$ cat config.mk
export PLATFORM = sky130hd
export DESIGN_NAME = infix_to_postfix_converter_core
export DESIGN_NICKNAME = d
export VERILOG_FILES = /design/src/rtl/itp_pkg.sv /design/src/rtl/itp_datapath.sv /design/src/rtl/itp_ctrl.sv /design/src/rtl/infix_to_postfix_converter_core.sv
export SDC_FILE = /design/constraint.sdc
export NUM_CORES = 1
export LEC_CHECK = 0
export ABC_AREA = 0
export ABC_CLOCK_PERIOD_IN_PS = 7200
export BUFFER_PORTS_ARGS = -buffer_cell sky130_fd_sc_hd__buf_4
export CAP_MARGIN = 10
export CORE_AREA = 5 5 80 101
export DETAILED_ROUTE_END_ITERATION = 16
export DIE_AREA = 0 0 85 106
export HOLD_SLACK_MARGIN = 0.08
export PLACE_DENSITY = 0.79
export SYNTH_ARGS = -nofsm -noshare
export SYNTH_HDL_FRONTEND = slang
export SYNTH_SLANG_ARGS = --single-unit
$ cat constraint.sdc
create_clock -name clock -period 7.2 [get_ports clock]
set_input_delay 1.08 -clock clock [delete_from_list [all_inputs] [get_ports clock]]
set_output_delay 1.08 -clock clock [all_outputs]
set_load 0.03 [all_outputs]
$ cat src/rtl/itp_pkg.sv
// Types, codes and helper functions of the infix-to-postfix converter.
package itp_pkg;

   typedef enum logic [2:0] {
      OP_NONE = 3'd0,
      OP_ADD  = 3'd1,
      OP_SUB  = 3'd2,
      OP_MUL  = 3'd3,
      OP_DIV  = 3'd4,
      OP_POW  = 3'd5,
      OP_LPAR = 3'd6
   } op_code_type;

   typedef enum logic [2:0] {
      CLS_OTHER,
      CLS_LETTER,
      CLS_OP,
      CLS_LPAR,
      CLS_RPAR,
      CLS_END
   } char_class_type;

   typedef enum logic [1:0] {
      S_IDLE,
      S_OP,
      S_CLOSE,
      S_FLUSH
   } state_type;

   typedef enum logic [1:0] {
      EMIT_REQ,
      EMIT_TOP,
      EMIT_ZERO
   } emit_sel_type;

   localparam logic [1:0] ERR_NONE     = 2'd0;
   localparam logic [1:0] ERR_OVERFLOW = 2'd1;
   localparam logic [1:0] ERR_PAREN    = 2'd2;

   localparam logic [7:0] CHAR_END   = 8'd0;
   localparam logic [7:0] CHAR_PLUS  = 8'h2B;
   localparam logic [7:0] CHAR_MINUS = 8'h2D;
   localparam logic [7:0] CHAR_STAR  = 8'h2A;
   localparam logic [7:0] CHAR_SLASH = 8'h2F;
   localparam logic [7:0] CHAR_CARET = 8'h5E;
   localparam logic [7:0] CHAR_LPAR  = 8'h28;
   localparam logic [7:0] CHAR_RPAR  = 8'h29;
   localparam logic [7:0] CHAR_UC_A  = 8'd65;
   localparam logic [7:0] CHAR_UC_Z  = 8'd90;
   localparam logic [7:0] CHAR_LC_A  = 8'd97;
   localparam logic [7:0] CHAR_LC_Z  = 8'd122;

   typedef struct packed {
      logic         load_cur;
      logic         push;
      logic         push_req;
      logic         pop;
      logic         emit;
      emit_sel_type emit_sel;
      logic [1:0]   emit_error;
      logic         emit_last;
   } dp_cmd_type;

   typedef struct packed {
      logic           out_free;
      logic           stack_empty;
      logic           stack_full;
      op_code_type    top_op;
      op_code_type    cur_op;
      char_class_type req_class;
   } dp_status_type;

   function automatic logic [1:0] op_prec(input op_code_type op);
      logic [1:0] prec;
      case (op)
         OP_ADD, OP_SUB: prec = 2'd1;
         OP_MUL, OP_DIV: prec = 2'd2;
         OP_POW:         prec = 2'd3;
         default:        prec = 2'd0;
      endcase
      return prec;
   endfunction

   function automatic logic [7:0] op_char(input op_code_type op);
      logic [7:0] ch;
      case (op)
         OP_ADD:  ch = CHAR_PLUS;
         OP_SUB:  ch = CHAR_MINUS;
         OP_MUL:  ch = CHAR_STAR;
         OP_DIV:  ch = CHAR_SLASH;
         OP_POW:  ch = CHAR_CARET;
         OP_LPAR: ch = CHAR_LPAR;
         default: ch = CHAR_END;
      endcase
      return ch;
   endfunction

   function automatic op_code_type char_op(input logic [7:0] ch);
      op_code_type op;
      case (ch)
         CHAR_PLUS:  op = OP_ADD;
         CHAR_MINUS: op = OP_SUB;
         CHAR_STAR:  op = OP_MUL;
         CHAR_SLASH: op = OP_DIV;
         CHAR_CARET: op = OP_POW;
         CHAR_LPAR:  op = OP_LPAR;
         default:    op = OP_NONE;
      endcase
      return op;
   endfunction

   function automatic char_class_type char_class(input logic [7:0] ch);
      char_class_type cls;
      if ((ch >= CHAR_UC_A && ch <= CHAR_UC_Z) || (ch >= CHAR_LC_A && ch <= CHAR_LC_Z)) begin
         cls = CLS_LETTER;
      end else if (ch == CHAR_END) begin
         cls = CLS_END;
      end else if (ch == CHAR_RPAR) begin
         cls = CLS_RPAR;
      end else if (ch == CHAR_LPAR) begin
         cls = CLS_LPAR;
      end else if (char_op(ch) != OP_NONE) begin
         cls = CLS_OP;
      end else begin
         cls = CLS_OTHER;
      end
      return cls;
   endfunction

endpackage

$ cat src/rtl/itp_datapath.sv
// Operator stack, current operator and result register of the converter.
module itp_datapath #(
   parameter int STACK_DEPTH = 16
) (
   input  logic                  clock,
   input  logic                  reset,
   input  logic [7:0]            req_char,
   input  itp_pkg::dp_cmd_type   cmd,
   output itp_pkg::dp_status_type status,
   input  logic                  rsp_stall,
   output logic                  rsp_valid,
   output logic [7:0]            rsp_char,
   output logic                  rsp_last,
   output logic [1:0]            rsp_error
);

   localparam int CNT_W = $clog2(STACK_DEPTH + 1);
   localparam int IDX_W = $clog2(STACK_DEPTH);

   itp_pkg::op_code_type stack_mem [STACK_DEPTH];
   itp_pkg::op_code_type top_ff;
   itp_pkg::op_code_type cur_ff;
   itp_pkg::op_code_type req_op;
   itp_pkg::op_code_type push_op;
   logic [CNT_W-1:0]     count_ff;
   logic [IDX_W-1:0]     pop_addr;
   logic                 rsp_valid_ff;
   logic [7:0]           rsp_char_ff;
   logic                 rsp_last_ff;
   logic [1:0]           rsp_error_ff;
   logic [7:0]           emit_char;

   assign req_op   = itp_pkg::char_op(req_char);
   assign push_op  = cmd.push_req ? req_op : cur_ff;
   assign pop_addr = IDX_W'(count_ff - CNT_W'(2));

   always_ff @(posedge clock) begin
      if (cmd.push) begin
         stack_mem[count_ff[IDX_W-1:0]] <= push_op;
      end
   end

   always_ff @(posedge clock) begin
      if (cmd.push) begin
         top_ff <= push_op;
      end else if (cmd.pop && count_ff >= CNT_W'(2)) begin
         top_ff <= stack_mem[pop_addr];
      end
   end

   always_ff @(posedge clock) begin
      if (reset) begin
         count_ff <= '0;
      end else if (cmd.push) begin
         count_ff <= count_ff + CNT_W'(1);
      end else if (cmd.pop) begin
         count_ff <= count_ff - CNT_W'(1);
      end
   end

   always_ff @(posedge clock) begin
      if (cmd.load_cur) begin
         cur_ff <= req_op;
      end
   end

   always_comb begin
      case (cmd.emit_sel)
         itp_pkg::EMIT_REQ: emit_char = req_char;
         itp_pkg::EMIT_TOP: emit_char = itp_pkg::op_char(top_ff);
         default:           emit_char = itp_pkg::CHAR_END;
      endcase
   end

   always_ff @(posedge clock) begin
      if (reset) begin
         rsp_valid_ff <= 1'b0;
      end else if (cmd.emit) begin
         rsp_valid_ff <= 1'b1;
      end else if (!rsp_stall) begin
         rsp_valid_ff <= 1'b0;
      end
   end

   always_ff @(posedge clock) begin
      if (cmd.emit) begin
         rsp_char_ff  <= emit_char;
         rsp_last_ff  <= cmd.emit_last;
         rsp_error_ff <= cmd.emit_error;
      end
   end

   assign status.out_free    = !rsp_valid_ff || !rsp_stall;
   assign status.stack_empty = (count_ff == '0);
   assign status.stack_full  = (count_ff == CNT_W'(STACK_DEPTH));
   assign status.top_op      = top_ff;
   assign status.cur_op      = cur_ff;
   assign status.req_class   = itp_pkg::char_class(req_char);

   assign rsp_valid = rsp_valid_ff;
   assign rsp_char  = rsp_char_ff;
   assign rsp_last  = rsp_last_ff;
   assign rsp_error = rsp_error_ff;

endmodule

$ cat src/rtl/itp_ctrl.sv
// Sequencing state machine of the converter.
module itp_ctrl (
   input  logic                   clock,
   input  logic                   reset,
   input  logic                   req_valid,
   output logic                   req_stall,
   input  itp_pkg::dp_status_type status,
   output itp_pkg::dp_cmd_type    cmd
);

   itp_pkg::state_type state_ff;
   itp_pkg::state_type state_in;
   logic               flush_err_ff;
   logic               flush_err_in;
   logic               top_is_op;
   logic               top_wins;
   logic [1:0]         top_prec;
   logic [1:0]         cur_prec;

   assign top_prec  = itp_pkg::op_prec(status.top_op);
   assign cur_prec  = itp_pkg::op_prec(status.cur_op);
   assign top_is_op = !status.stack_empty && (top_prec != 2'd0);
   assign top_wins  = top_is_op && ((top_prec > cur_prec) ||
                      (top_prec == cur_prec && status.cur_op != itp_pkg::OP_POW));

   always_ff @(posedge clock) begin
      if (reset) begin
         state_ff     <= itp_pkg::S_IDLE;
         flush_err_ff <= 1'b0;
      end else begin
         state_ff     <= state_in;
         flush_err_ff <= flush_err_in;
      end
   end

   always_comb begin
      state_in       = state_ff;
      flush_err_in   = flush_err_ff;
      req_stall      = 1'b1;
      cmd            = '0;
      cmd.emit_sel   = itp_pkg::EMIT_ZERO;
      cmd.emit_error = itp_pkg::ERR_NONE;
      case (state_ff)
         itp_pkg::S_IDLE: begin
            req_stall = !status.out_free;
            if (req_valid && status.out_free) begin
               case (status.req_class)
                  itp_pkg::CLS_LETTER: begin
                     cmd.emit     = 1'b1;
                     cmd.emit_sel = itp_pkg::EMIT_REQ;
                  end
                  itp_pkg::CLS_LPAR: begin
                     if (status.stack_full) begin
                        cmd.emit       = 1'b1;
                        cmd.emit_error = itp_pkg::ERR_OVERFLOW;
                     end else begin
                        cmd.push     = 1'b1;
                        cmd.push_req = 1'b1;
                     end
                  end
                  itp_pkg::CLS_OP: begin
                     cmd.load_cur = 1'b1;
                     state_in     = itp_pkg::S_OP;
                  end
                  itp_pkg::CLS_RPAR: begin
                     state_in = itp_pkg::S_CLOSE;
                  end
                  itp_pkg::CLS_END: begin
                     flush_err_in = 1'b0;
                     state_in     = itp_pkg::S_FLUSH;
                  end
                  default: begin
                  end
               endcase
            end
         end
         itp_pkg::S_OP: begin
            if (top_wins) begin
               if (status.out_free) begin
                  cmd.pop      = 1'b1;
                  cmd.emit     = 1'b1;
                  cmd.emit_sel = itp_pkg::EMIT_TOP;
               end
            end else if (status.stack_full) begin
               if (status.out_free) begin
                  cmd.emit       = 1'b1;
                  cmd.emit_error = itp_pkg::ERR_OVERFLOW;
                  state_in       = itp_pkg::S_IDLE;
               end
            end else begin
               cmd.push = 1'b1;
               state_in = itp_pkg::S_IDLE;
            end
         end
         itp_pkg::S_CLOSE: begin
            if (status.stack_empty) begin
               if (status.out_free) begin
                  cmd.emit       = 1'b1;
                  cmd.emit_error = itp_pkg::ERR_PAREN;
                  state_in       = itp_pkg::S_IDLE;
               end
            end else if (status.top_op == itp_pkg::OP_LPAR) begin
               cmd.pop  = 1'b1;
               state_in = itp_pkg::S_IDLE;
            end else if (status.out_free) begin
               cmd.pop      = 1'b1;
               cmd.emit     = 1'b1;
               cmd.emit_sel = itp_pkg::EMIT_TOP;
            end
         end
         itp_pkg::S_FLUSH: begin
            if (status.stack_empty) begin
               if (status.out_free) begin
                  cmd.emit       = 1'b1;
                  cmd.emit_last  = 1'b1;
                  cmd.emit_error = flush_err_ff ? itp_pkg::ERR_PAREN : itp_pkg::ERR_NONE;
                  flush_err_in   = 1'b0;
                  state_in       = itp_pkg::S_IDLE;
               end
            end else if (status.top_op == itp_pkg::OP_LPAR) begin
               cmd.pop      = 1'b1;
               flush_err_in = 1'b1;
            end else if (status.out_free) begin
               cmd.pop      = 1'b1;
               cmd.emit     = 1'b1;
               cmd.emit_sel = itp_pkg::EMIT_TOP;
            end
         end
         default: begin
            state_in = itp_pkg::S_IDLE;
         end
      endcase
   end

endmodule

$ cat src/rtl/infix_to_postfix_converter_core.sv
// Top level of the shunting-yard infix-to-postfix converter.
// Takes one character per item and returns postfix characters, ending each expression
// (character 0) with a result that has rsp_last set. A letter is passed straight on and
// '(' is pushed; an operator pops the stacked operators that take precedence over it and
// is then pushed; ')' pops stack entries up to and including the matching '(', or gives
// an error when none matches; the end marker pops every stack entry, then ends the result.
// The operator stack is a single-ported memory popped one entry per cycle while the result
// register can take a result. A stalled result register holds the converter in place until
// it drains. An overflowing push is dropped and reported with error code 1; an unmatched
// parenthesis gives code 2.
module infix_to_postfix_converter_core #(
   parameter int STACK_DEPTH = 16
) (
   input  logic       clock,
   input  logic       reset,
   input  logic       req_valid,
   output logic       req_stall,
   input  logic [7:0] req_char,
   output logic       rsp_valid,
   input  logic       rsp_stall,
   output logic [7:0] rsp_char,
   output logic       rsp_last,
   output logic [1:0] rsp_error
);

   itp_pkg::dp_cmd_type    cmd;
   itp_pkg::dp_status_type status;

   itp_ctrl u_ctrl (
      .clock     (clock),
      .reset     (reset),
      .req_valid (req_valid),
      .req_stall (req_stall),
      .status    (status),
      .cmd       (cmd)
   );

   itp_datapath #(
      .STACK_DEPTH (STACK_DEPTH)
   ) u_datapath (
      .clock     (clock),
      .reset     (reset),
      .req_char  (req_char),
      .cmd       (cmd),
      .status    (status),
      .rsp_stall (rsp_stall),
      .rsp_valid (rsp_valid),
      .rsp_char  (rsp_char),
      .rsp_last  (rsp_last),
      .rsp_error (rsp_error)
   );

endmodule

==> flow_summary.json, run 1 <==
{
  "first_global_vias": 2450,
  "post-synth-top-area-cell": "edfxtp_1",
  "holdBufCountCts": 0,
  "synth_seq_cells": 74,
  "layout_min_cycle_time_ns": 3.95,
  "worstSkewPairLatency_ns": 0.35,
  "p_switching_uw": 183,
  "crit_chain": "inv_1 > nor3_1 > a21oi_1 > ha_1 > nand2b_1 > a21oi_1 > or3_1 > o211ai_1 > nand2_1 > inv_1 > ha_1 > a21o_1 > a21o_1 > nor3_1 > mux2i_1 > o311ai_0",
  "tns_ns": 0,
  "hold_path_class": "reg2reg",
  "slew_headroom_pct": 34.6,
  "start_util_pct": 53.0,
  "syn_avg_cell_area_um2": 12.5,
  "crit_family": "compound AO/OA/AOI/OAI gates",
  "dieArea_um2": 9010,
  "drive_gt1_share_pct": 18.5,
  "clockPowerShare_pct": 35.5,
  "htreeDepth": 3,
  "r2r_slack_ns": 3.25,
  "syn-instance-count": 301,
  "cts_tree": "yes",
  "period_share_pct": 54.8,
  "globalRouteTotalUtil_pct": 17.4,
  "post_cts_buffers": 0,
  "seq_power_share_pct": 58.9,
  "syn_to_final_growth_pct": 10.6,
  "power_frac_comb_pct": 5.6,
  "seq_area_frac_synth_pct": 56.7,
  "finalClockSkew_ns": 0.00704,
  "peakVddDrop_uv": 162,
  "maxCapViolations": 0,
  "drtAntennaViolNets": 0,
  "start_kind": "register",
  "synth_warnings": 0,
  "antenna_found_initial": 0,
  "core.rowCount": 35,
  "fp.dieH_um": 106,
  "worstSetupPathType": "reg2reg",
  "coreArea_um2": 7090,
  "yosys-top-cells-area": "edfxtp_1 (52%), mux4_2 (6.6%), dfxtp_1 (4.8%)",
  "synth_edf_count": 65,
  "cp_max_fo": 14,
  "synth_ff_type": "edfxtp_1",
  "overflow": 0,
  "die_w_um": 85,
  "drc": 0,
  "tightest_slew_ns": 0.973,
  "run_status": "finished clean",
  "via_per_inst": 5.97,
  "numPortBuffers": 24,
  "grt_max_degree": 22,
  "finalWirelength_um": 7400,
  "num-fill-cells": 577,
  "nets": 343,
  "required_ns": 7.43,
  "synth_nets": 320,
  "syn_area_um2": 3760,
  "dp_hpwl_um": 5380,
  "antenna_cells": 0,
  "max_stage_delay_ns": 0.48,
  "cts_sinks": 74,
  "wl_per_cell_um": 17.6,
  "dp_cells": 405,
  "rsz0062_at_grt": "false",
  "gp_congestion": 0.919,
  "io_pins": 25,
  "drv_slew": 0,
  "cellPowerDensity_nw_per_um2": 190,
  "ctsResizeCount": 0,
  "clk_path_buf_depth": 2,
  "cp_num_buf_inv": 2,
  "setup_viol": 0,
  "synthArstFlopShare_pct": 0,
  "root_buffer": "clkbuf_8",
  "cts_made_buffers": 9,
  "end_kind": "register",
  "leakagePower_uw": 0.00140,
  "dr.pass1.iters": 4,
  "via_count": 2513,
  "yosysUniqueCellTypes": 54,
  "cp_slowest_cell": "edfxtp_1",
  "synth_top_area_share_pct": 51.9,
  "grt_pass1_wl_um": 12100,
  "hold_viol": 0,
  "p_int_uw": 609,
  "max_freq_mhz": 253,
  "switching_share_pct": 23.1,
  "crit_arrival_ns": 4.17,
  "fin_cells": 421,
  "first_iter_violations": 160,
  "path_clk_slew_ns": 0.08
}
[final timing paths]
kind	from	to	depth (start not counted)
max	u_datapath.top_ff[1]	u_datapath.count_ff[4]	16
min	u_ctrl.flush_err_ff	u_ctrl.flush_err_ff	2
max reg2reg	u_datapath.top_ff[1]	u_datapath.count_ff[4]	16
min reg2reg	u_ctrl.flush_err_ff	u_ctrl.flush_err_ff	2
[worst min-delay path, cell delays in order (launching register included)]
cell     delay [ns]
dfxtp_1        0.32
o21ai_0        0.07
a21oi_1        0.06
[cell type report]
class                      instances  area, µm²  area share [%]
sequential                        74       2130            51.3
clock buffer                      10        128            3.07
tap                               92        115            2.77
timing repair buffer              26        195            4.69
inverter                           6       22.5           0.542
multi-input combinational        207       1520            36.6
clock inverter                     6       42.5            1.02
[power by group through the flow]
stage | registers, µW | clock network (µW) | logic, µW
finish | 466 | 281 | 44.5
global route | 467 | 309 | 48.9
CTS | 466 | 286 | 44.6
detailed placement | 476 | 0 | 44.4
global placement | 476 | 0 | 43.7
floorplan | 479 | 0 | 27.0
[routing by layer]
metal	track usage [%]	vias up	wire length [µm]
li1	-	1214	-
met5	0	-	0
met2	30.7	71	3920
met4	6.56	0	109
met1	19.9	1220	2870
met3	4.88	8	492
[cell usage after synthesis, types with 5 or more instances]
cell      instances
edfxtp_1         65
dfxtp_1           9
o21ai_0          16
nand2_1          26
nor2_1           24
inv_1             6
ha_1              6
mux4_2           11
a21o_1            6
buf_2             6
nor3_1           19
clkbuf_1          5
nand2b_1         11
a21oi_1          15
[state kept, by name, summed over array words and instances (netlist names)]
register              count
u_datapath.rsp_char       8
u_datapath.rsp_valid      1
u_datapath.top_ff         3
u_datapath.rsp_error      2
u_ctrl.state_ff           2
u_datapath.cur_ff         3
u_datapath.count_ff       5
u_datapath.rsp_last       1
u_ctrl.flush_err_ff       1
u_datapath.stack_mem     48
[cells by family (layout without fill, tap and decap cells)]
family,Yosys count,in the layout,share of synthesized area (%)
XOR/XNOR,3,3,0.699
AND/OR/NAND/NOR,113,113,15.4
flip-flops,74,74,56.7
AO/OA/AOI/OAI,64,64,11.3
adder cells (fa/ha/maj),7,7,2.53
multiplexers,19,19,10.5
buffers and inverters,20,48,2.79
other,1,1,0.0997
[placed cells by master, fill, tap and decap left out, types with 3 or more instances in the layout]
cell,count
mux4_1,4
a21o_1,6
a31oi_1,3
nor2b_1,4
nand4_1,4
buf_4,26
edfxtp_1,65
inv_1,6
ha_1,6
a32o_1,4
or3_1,4
nor2_1,24
a21oi_1,15
nor3_1,19
mux4_2,11
dfxtp_1,9
nand2_1,26
clkbuf_8,9
nand2b_1,11
nand3_1,4
and2_1,3
o21ai_0,16
[metrics by stage]
step | cell area, µm² | util, % | hold WS [ns] | setup WS [ns] | total power (µW)
floorplan | 3760 | - | 0.446 | 3.66 | 506
global placement | 3990 | 56.2 | 0.465 | 3.42 | 520
detailed placement | 3990 | 56.2 | 0.486 | 3.23 | 521
CTS | 4160 | 58.6 | 0.498 | 3.29 | 797
global route | 4160 | 58.6 | 0.515 | 2.96 | 824
finish | 4160 | 58.6 | 0.495 | 3.25 | 792
Note: power is estimated with default switching activity, not from simulation.
==> inputs of run 2 (changes only) <==
--- a/config.mk
+++ b/config.mk
@@ -6,14 +6,14 @@
 export NUM_CORES = 1
 export LEC_CHECK = 0
 export ABC_AREA = 0
-export ABC_CLOCK_PERIOD_IN_PS = 7200
+export ABC_CLOCK_PERIOD_IN_PS = 3200
 export BUFFER_PORTS_ARGS = -buffer_cell sky130_fd_sc_hd__buf_4
 export CAP_MARGIN = 10
-export CORE_AREA = 5 5 80 101
+export CORE_AREA = 5 5 81 102
 export DETAILED_ROUTE_END_ITERATION = 16
-export DIE_AREA = 0 0 85 106
+export DIE_AREA = 0 0 86 107
 export HOLD_SLACK_MARGIN = 0.08
-export PLACE_DENSITY = 0.79
+export PLACE_DENSITY = 0.81
 export SYNTH_ARGS = -nofsm -noshare
 export SYNTH_HDL_FRONTEND = slang
 export SYNTH_SLANG_ARGS = --single-unit
==> constraint.sdc (replaced) <==
create_clock -name clock -period 3.2 [get_ports clock]
set_input_delay 0.48 -clock clock [delete_from_list [all_inputs] [get_ports clock]]
set_output_delay 0.48 -clock clock [all_outputs]
set_load 0.03 [all_outputs]
==> flow_summary.json, run 2 (synthesis results as in run 1) <==
{
  "run_status": "finished clean",
  "drc": 0,
  "r2r-start": "u_datapath.cur_ff[1]",
  "whs_path_depth": 2,
  "maxUsedRoutingLayer": "met4",
  "via_count": 2665,
  "first_global_vias": 2591,
  "antenna_found_initial": 0,
  "core.rowCount": 35,
  "max_freq_mhz": 324,
  "setup_ws_ns": 0.118,
  "nets": 361,
  "worstSetupPathType": "reg2reg",
  "met2WireLength_um": 4180,
  "met1Wirelength_um": 2990,
  "r2r_end": "u_datapath.count_ff[4]",
  "coreArea_um2": 7230,
  "io_pins": 25,
  "via_per_inst": 6.07,
  "first_iter_violations": 147,
  "crit_end": "u_datapath.count_ff[4]",
  "place_ws_ns": 0.0377,
  "syn_to_final_growth_pct": 17.3,
  "antenna_cells": 0,
  "layout_min_cycle_time_ns": 3.08,
  "cts_made_buffers": 9,
  "cts_sinks": 74,
  "hold_path_class": "in2reg",
  "wl_per_cell_um": 18.0,
  "die_w_um": 86,
  "gp_congestion": 0.897,
  "required_ns": 3.43,
  "fp.dieH_um": 107,
  "start_kind": "register",
  "peakVddDrop_uv": 326,
  "overflow": 0,
  "drv_slew": 0,
  "worstSkewPairLatency_ns": 0.35,
  "finalClockSkew_ns": 0.00941,
  "slew_headroom_pct": 57.5,
  "start_util_pct": 52.1,
  "root_buffer": "clkbuf_8",
  "grt_pass1_wl_um": 12700,
  "r2r_slack_ns": 0.12,
  "grt_max_degree": 21,
  "tightest_slew_ns": 0.638,
  "final_common_cell": "edfxtp_1",
  "dr.pass1.iters": 4,
  "crit_start": "u_datapath.cur_ff[1]",
  "dieArea_um2": 9200,
  "cp_max_fo": 6,
  "numPortBuffers": 24,
  "mostFrequentLayoutCells": "edfxtp_1 (65), buf_4 (42), nand2_1 (26), nor2_1 (23), nor3_1 (17)",
  "drtAntennaViolNets": 0,
  "globalRouteTotalUtil_pct": 18.0,
  "largest_reg_flops": 48,
  "final_core_util_pct": 61.1,
  "crit_arrival_ns": 3.31,
  "drive_gt1_share_pct": 26.5,
  "clk_path_buf_depth": 2,
  "wl_met3_um": 473,
  "rsz0062_at_grt": "true",
  "dp_hpwl_um": 5670,
  "maxCapViolations": 0,
  "path_clk_slew_ns": 0.08,
  "rr_worst_depth": 15,
  "hold_viol": 0,
  "leakagePower_uw": 0.00152,
  "holdBufCountCts": 0,
  "finalWirelength_um": 7910,
  "cellPowerDensity_nw_per_um2": 426,
  "cts_tree": "yes",
  "setup_viol": 0,
  "tns_ns": 0,
  "htreeDepth": 3,
  "period_share_pct": 96.3,
  "end_kind": "register"
}
==> run 2: changes by cell type in the layout (fill, tap and decap cells not counted), sizes merged <==
cell and delta:
buf +18, bufinv +1, clkbuf -1, clkinvlp -2, inv +2
==> run 2: what timing repair did <==
item                                    4_1_cts  5_1_grt
resized for setup                             1       16
pin swaps                                     0        9
buffers inserted                              1        3
endpoints found under the setup margin        1        2
==> run 2: final cells by class <==
class,instances,area (µm²)
Multi-Input combinational cell,207,1610
Inverter,6,25.0
Tap cell,92,115
Timing Repair Buffer,44,338
Clock inverter,7,73.8
Fill cell,569,2810
Sequential cell,74,2130
Clock buffer,9,124
==> run 2: metrics by stage <==
step                power, µW  instances  cell area [µm²]  hold WS [ns]
floorplan                1140        301             3780         0.446
global placement         1170        419             4110         0.461
detailed placement       1180        419             4110         0.474
CTS                      1890        436             4320         0.370
global route             1950        439             4410         0.387
finish                   1880        439             4410         0.390
==> run 2: power by group <==
group | internal (µW) | switching [µW]
combinational | 50.4 | 62.2
sequential | 1040 | 3.98
clock | 365 | 355
==> run 2: layer usage <==
layer | GRT usage [%] | up-vias
met4 | 11.2 | 0
met1 | 20.1 | 1301
met3 | 3.54 | 20
met2 | 31.1 | 93
met5 | 0 | -
li1 | - | 1251
==> run 2: worst min-delay path by stage <==
stage | startpoint | to
after floorplan | u_ctrl.flush_err_ff | u_ctrl.flush_err_ff
after CTS | reset | u_datapath.count_ff[3]
after global placement | u_ctrl.flush_err_ff | u_ctrl.flush_err_ff
final | reset | u_datapath.rsp_valid
after detailed placement | u_ctrl.flush_err_ff | u_ctrl.flush_err_ff
after global routing | reset | u_ctrl.flush_err_ff
==> run 2: worst max-delay path, cell delays in order (launching register included) <==
cell and delay [ns]:
edfxtp_1 0.46, nand2_1 0.09, mux2_2 0.27, ha_1 0.30, nand3_1 0.09, nor2_1 0.05, or3_4 0.34, o211ai_1 0.22
nand2_1 0.14, inv_4 0.12, ha_4 0.22, a21o_1 0.18, a21oi_2 0.18, nor3_1 0.06, o21ai_0 0.11, o311ai_1 0.12
==> inputs of run 3 (changes only) <==
--- a/config.mk
+++ b/config.mk
@@ -6,14 +6,14 @@
 export NUM_CORES = 1
 export LEC_CHECK = 0
 export ABC_AREA = 0
-export ABC_CLOCK_PERIOD_IN_PS = 3200
+export ABC_CLOCK_PERIOD_IN_PS = 3500
 export BUFFER_PORTS_ARGS = -buffer_cell sky130_fd_sc_hd__buf_4
 export CAP_MARGIN = 10
-export CORE_AREA = 5 5 81 102
+export CORE_AREA = 5 5 80 101
 export DETAILED_ROUTE_END_ITERATION = 16
-export DIE_AREA = 0 0 86 107
+export DIE_AREA = 0 0 85 106
 export HOLD_SLACK_MARGIN = 0.08
-export PLACE_DENSITY = 0.81
+export PLACE_DENSITY = 0.79
 export SYNTH_ARGS = -nofsm -noshare
 export SYNTH_HDL_FRONTEND = slang
 export SYNTH_SLANG_ARGS = --single-unit
==> constraint.sdc (replaced) <==
create_clock -name clock -period 3.5 [get_ports clock]
set_input_delay 0.525 -clock clock [delete_from_list [all_inputs] [get_ports clock]]
set_output_delay 0.525 -clock clock [all_outputs]
set_load 0.03 [all_outputs]
==> flow_summary.json, run 3 (synthesis results as in run 1) <==
{
  "finalWirelength_um": 7870,
  "holdWs_ns": 0.430,
  "placed_cell_area_um2": 4040,
  "layout_min_cycle_time_ns": 3.31,
  "via_per_inst": 6.08,
  "nets": 352,
  "gp_congestion": 0.913,
  "required_ns": 3.75,
  "peakVddDrop_uv": 359,
  "io_pins": 25,
  "grt_max_degree": 21,
  "largest_reg_flops": 48,
  "worstSetupPathType": "reg2reg",
  "hold_path_class": "in2reg",
  "cts_sinks": 74,
  "setup_ws_ns": 0.189,
  "cts_made_buffers": 9,
  "path_clk_slew_ns": 0.09,
  "holdBufCountCts": 0,
  "setup_viol": 0,
  "place_ws_ns": 0.146,
  "wl_per_cell_um": 18.3,
  "run_status": "finished clean",
  "first_iter_violations": 192,
  "hold_viol": 0,
  "mostFrequentLayoutCells": "edfxtp_1 (65), buf_4 (35), nand2_1 (26), nor2_1 (24), nor3_1 (18)",
  "antenna_found_initial": 0,
  "syn_to_final_growth_pct": 13.4,
  "dr.pass1.iters": 4,
  "antenna_cells": 0,
  "fp.dieH_um": 106,
  "grt_pass1_wl_um": 12700,
  "leakagePower_uw": 0.00146,
  "fin_area_um2": 4270,
  "drtAntennaViolNets": 0,
  "globalRouteTotalUtil_pct": 18.3,
  "root_buffer": "clkbuf_8",
  "core.rowCount": 35,
  "cts_tree": "yes",
  "tightest_slew_ns": 1.03,
  "overflow": 0,
  "clk_path_buf_depth": 2,
  "drv_slew": 0,
  "crit_arrival_ns": 3.56,
  "htreeDepth": 3,
  "first_global_vias": 2650,
  "p_total_uw": 1730,
  "dieArea_um2": 9010,
  "cellPowerDensity_nw_per_um2": 405,
  "worstSkewPairLatency_ns": 0.36,
  "finalClockSkew_ns": 0.00959,
  "max_freq_mhz": 302,
  "final_common_cell": "edfxtp_1",
  "drc": 0,
  "coreArea_um2": 7090,
  "cp_max_fo": 6,
  "maxCapViolations": 0,
  "start_util_pct": 53.0,
  "start_kind": "register",
  "drive_gt1_share_pct": 21.6,
  "period_share_pct": 94.6,
  "die_w_um": 85,
  "numPortBuffers": 24,
  "num-fill-cells": 572,
  "slew_headroom_pct": 30.7,
  "end_kind": "register",
  "tns_ns": 0,
  "dp_hpwl_um": 5510,
  "via_count": 2614
}
==> run 3: cell types whose count changed in the layout (fill, tap and decap cells not counted), sizes merged <==
cell,delta
clkinv,+1
inv,-1
buf,-9
==> run 3: final timing paths <==
kind	from	endpoint	slack (ns)	depth (start not counted)
min reg2reg	u_ctrl.flush_err_ff	u_ctrl.flush_err_ff	0.51	2
min	reset	u_datapath.rsp_valid	0.43	2
max reg2reg	u_datapath.top_ff[1]	u_datapath.count_ff[4]	0.19	16
max	u_datapath.top_ff[1]	u_datapath.count_ff[4]	0.19	16
==> run 3: area by class of cell <==
cell class	instances	area (µm²)	share of cell area, %
sequential	74	2130	50.0
clock inverter	7	77.6	1.82
timing repair buffer	35	263	6.16
inverter	6	22.5	0.528
multi-input combinational	207	1530	35.9
clock buffer	9	124	2.90
tap	92	115	2.70
==> run 3: power by group <==
part	internal, µW	switching [µW]
combinational	40.8	55.7
clock	335	336
sequential	954	3.55
total	1330	395
==> run 3: metal layers <==
metal / global-route usage [%] / wire length, µm / vias to the layer above
met3: 3.57 / 530 / 18
met1: 20.4 / 2920 / 1263
met5: 0 / 0 / -
met4: 10.4 / 216 / 0
met2: 32.2 / 4200 / 103
li1: - / - / 1230
==> run 3: repair_timing <==
| action | 4_1_cts | 5_1_grt |
|---|---|---|
| endpoints found under the setup margin | 0 | 2 |
| resized for setup | 0 | 3 |
| buffers inserted | 0 | 2 |
==> run 3: stage by stage <==
step,std cells,util [%]
after CTS,428,59.8
final,430,60.1
after detailed placement,412,57.0
after floorplan,301,-
after global routing,430,60.1
after global placement,412,57.0
==> run 3: worst max-delay path, cell delays in order, from the launching register on <==
cell	delay, ns
edfxtp_1	0.45
inv_1	0.12
nor3_2	0.23
a21oi_1	0.07
ha_1	0.29
nand2b_1	0.10
a21oi_1	0.07
or3_1	0.39
o211ai_1	0.23
nand2_1	0.12
inv_2	0.12
ha_1	0.27
a21o_1	0.21
a21o_1	0.19
nor3_1	0.13
mux2i_1	0.10
o311ai_0	0.11
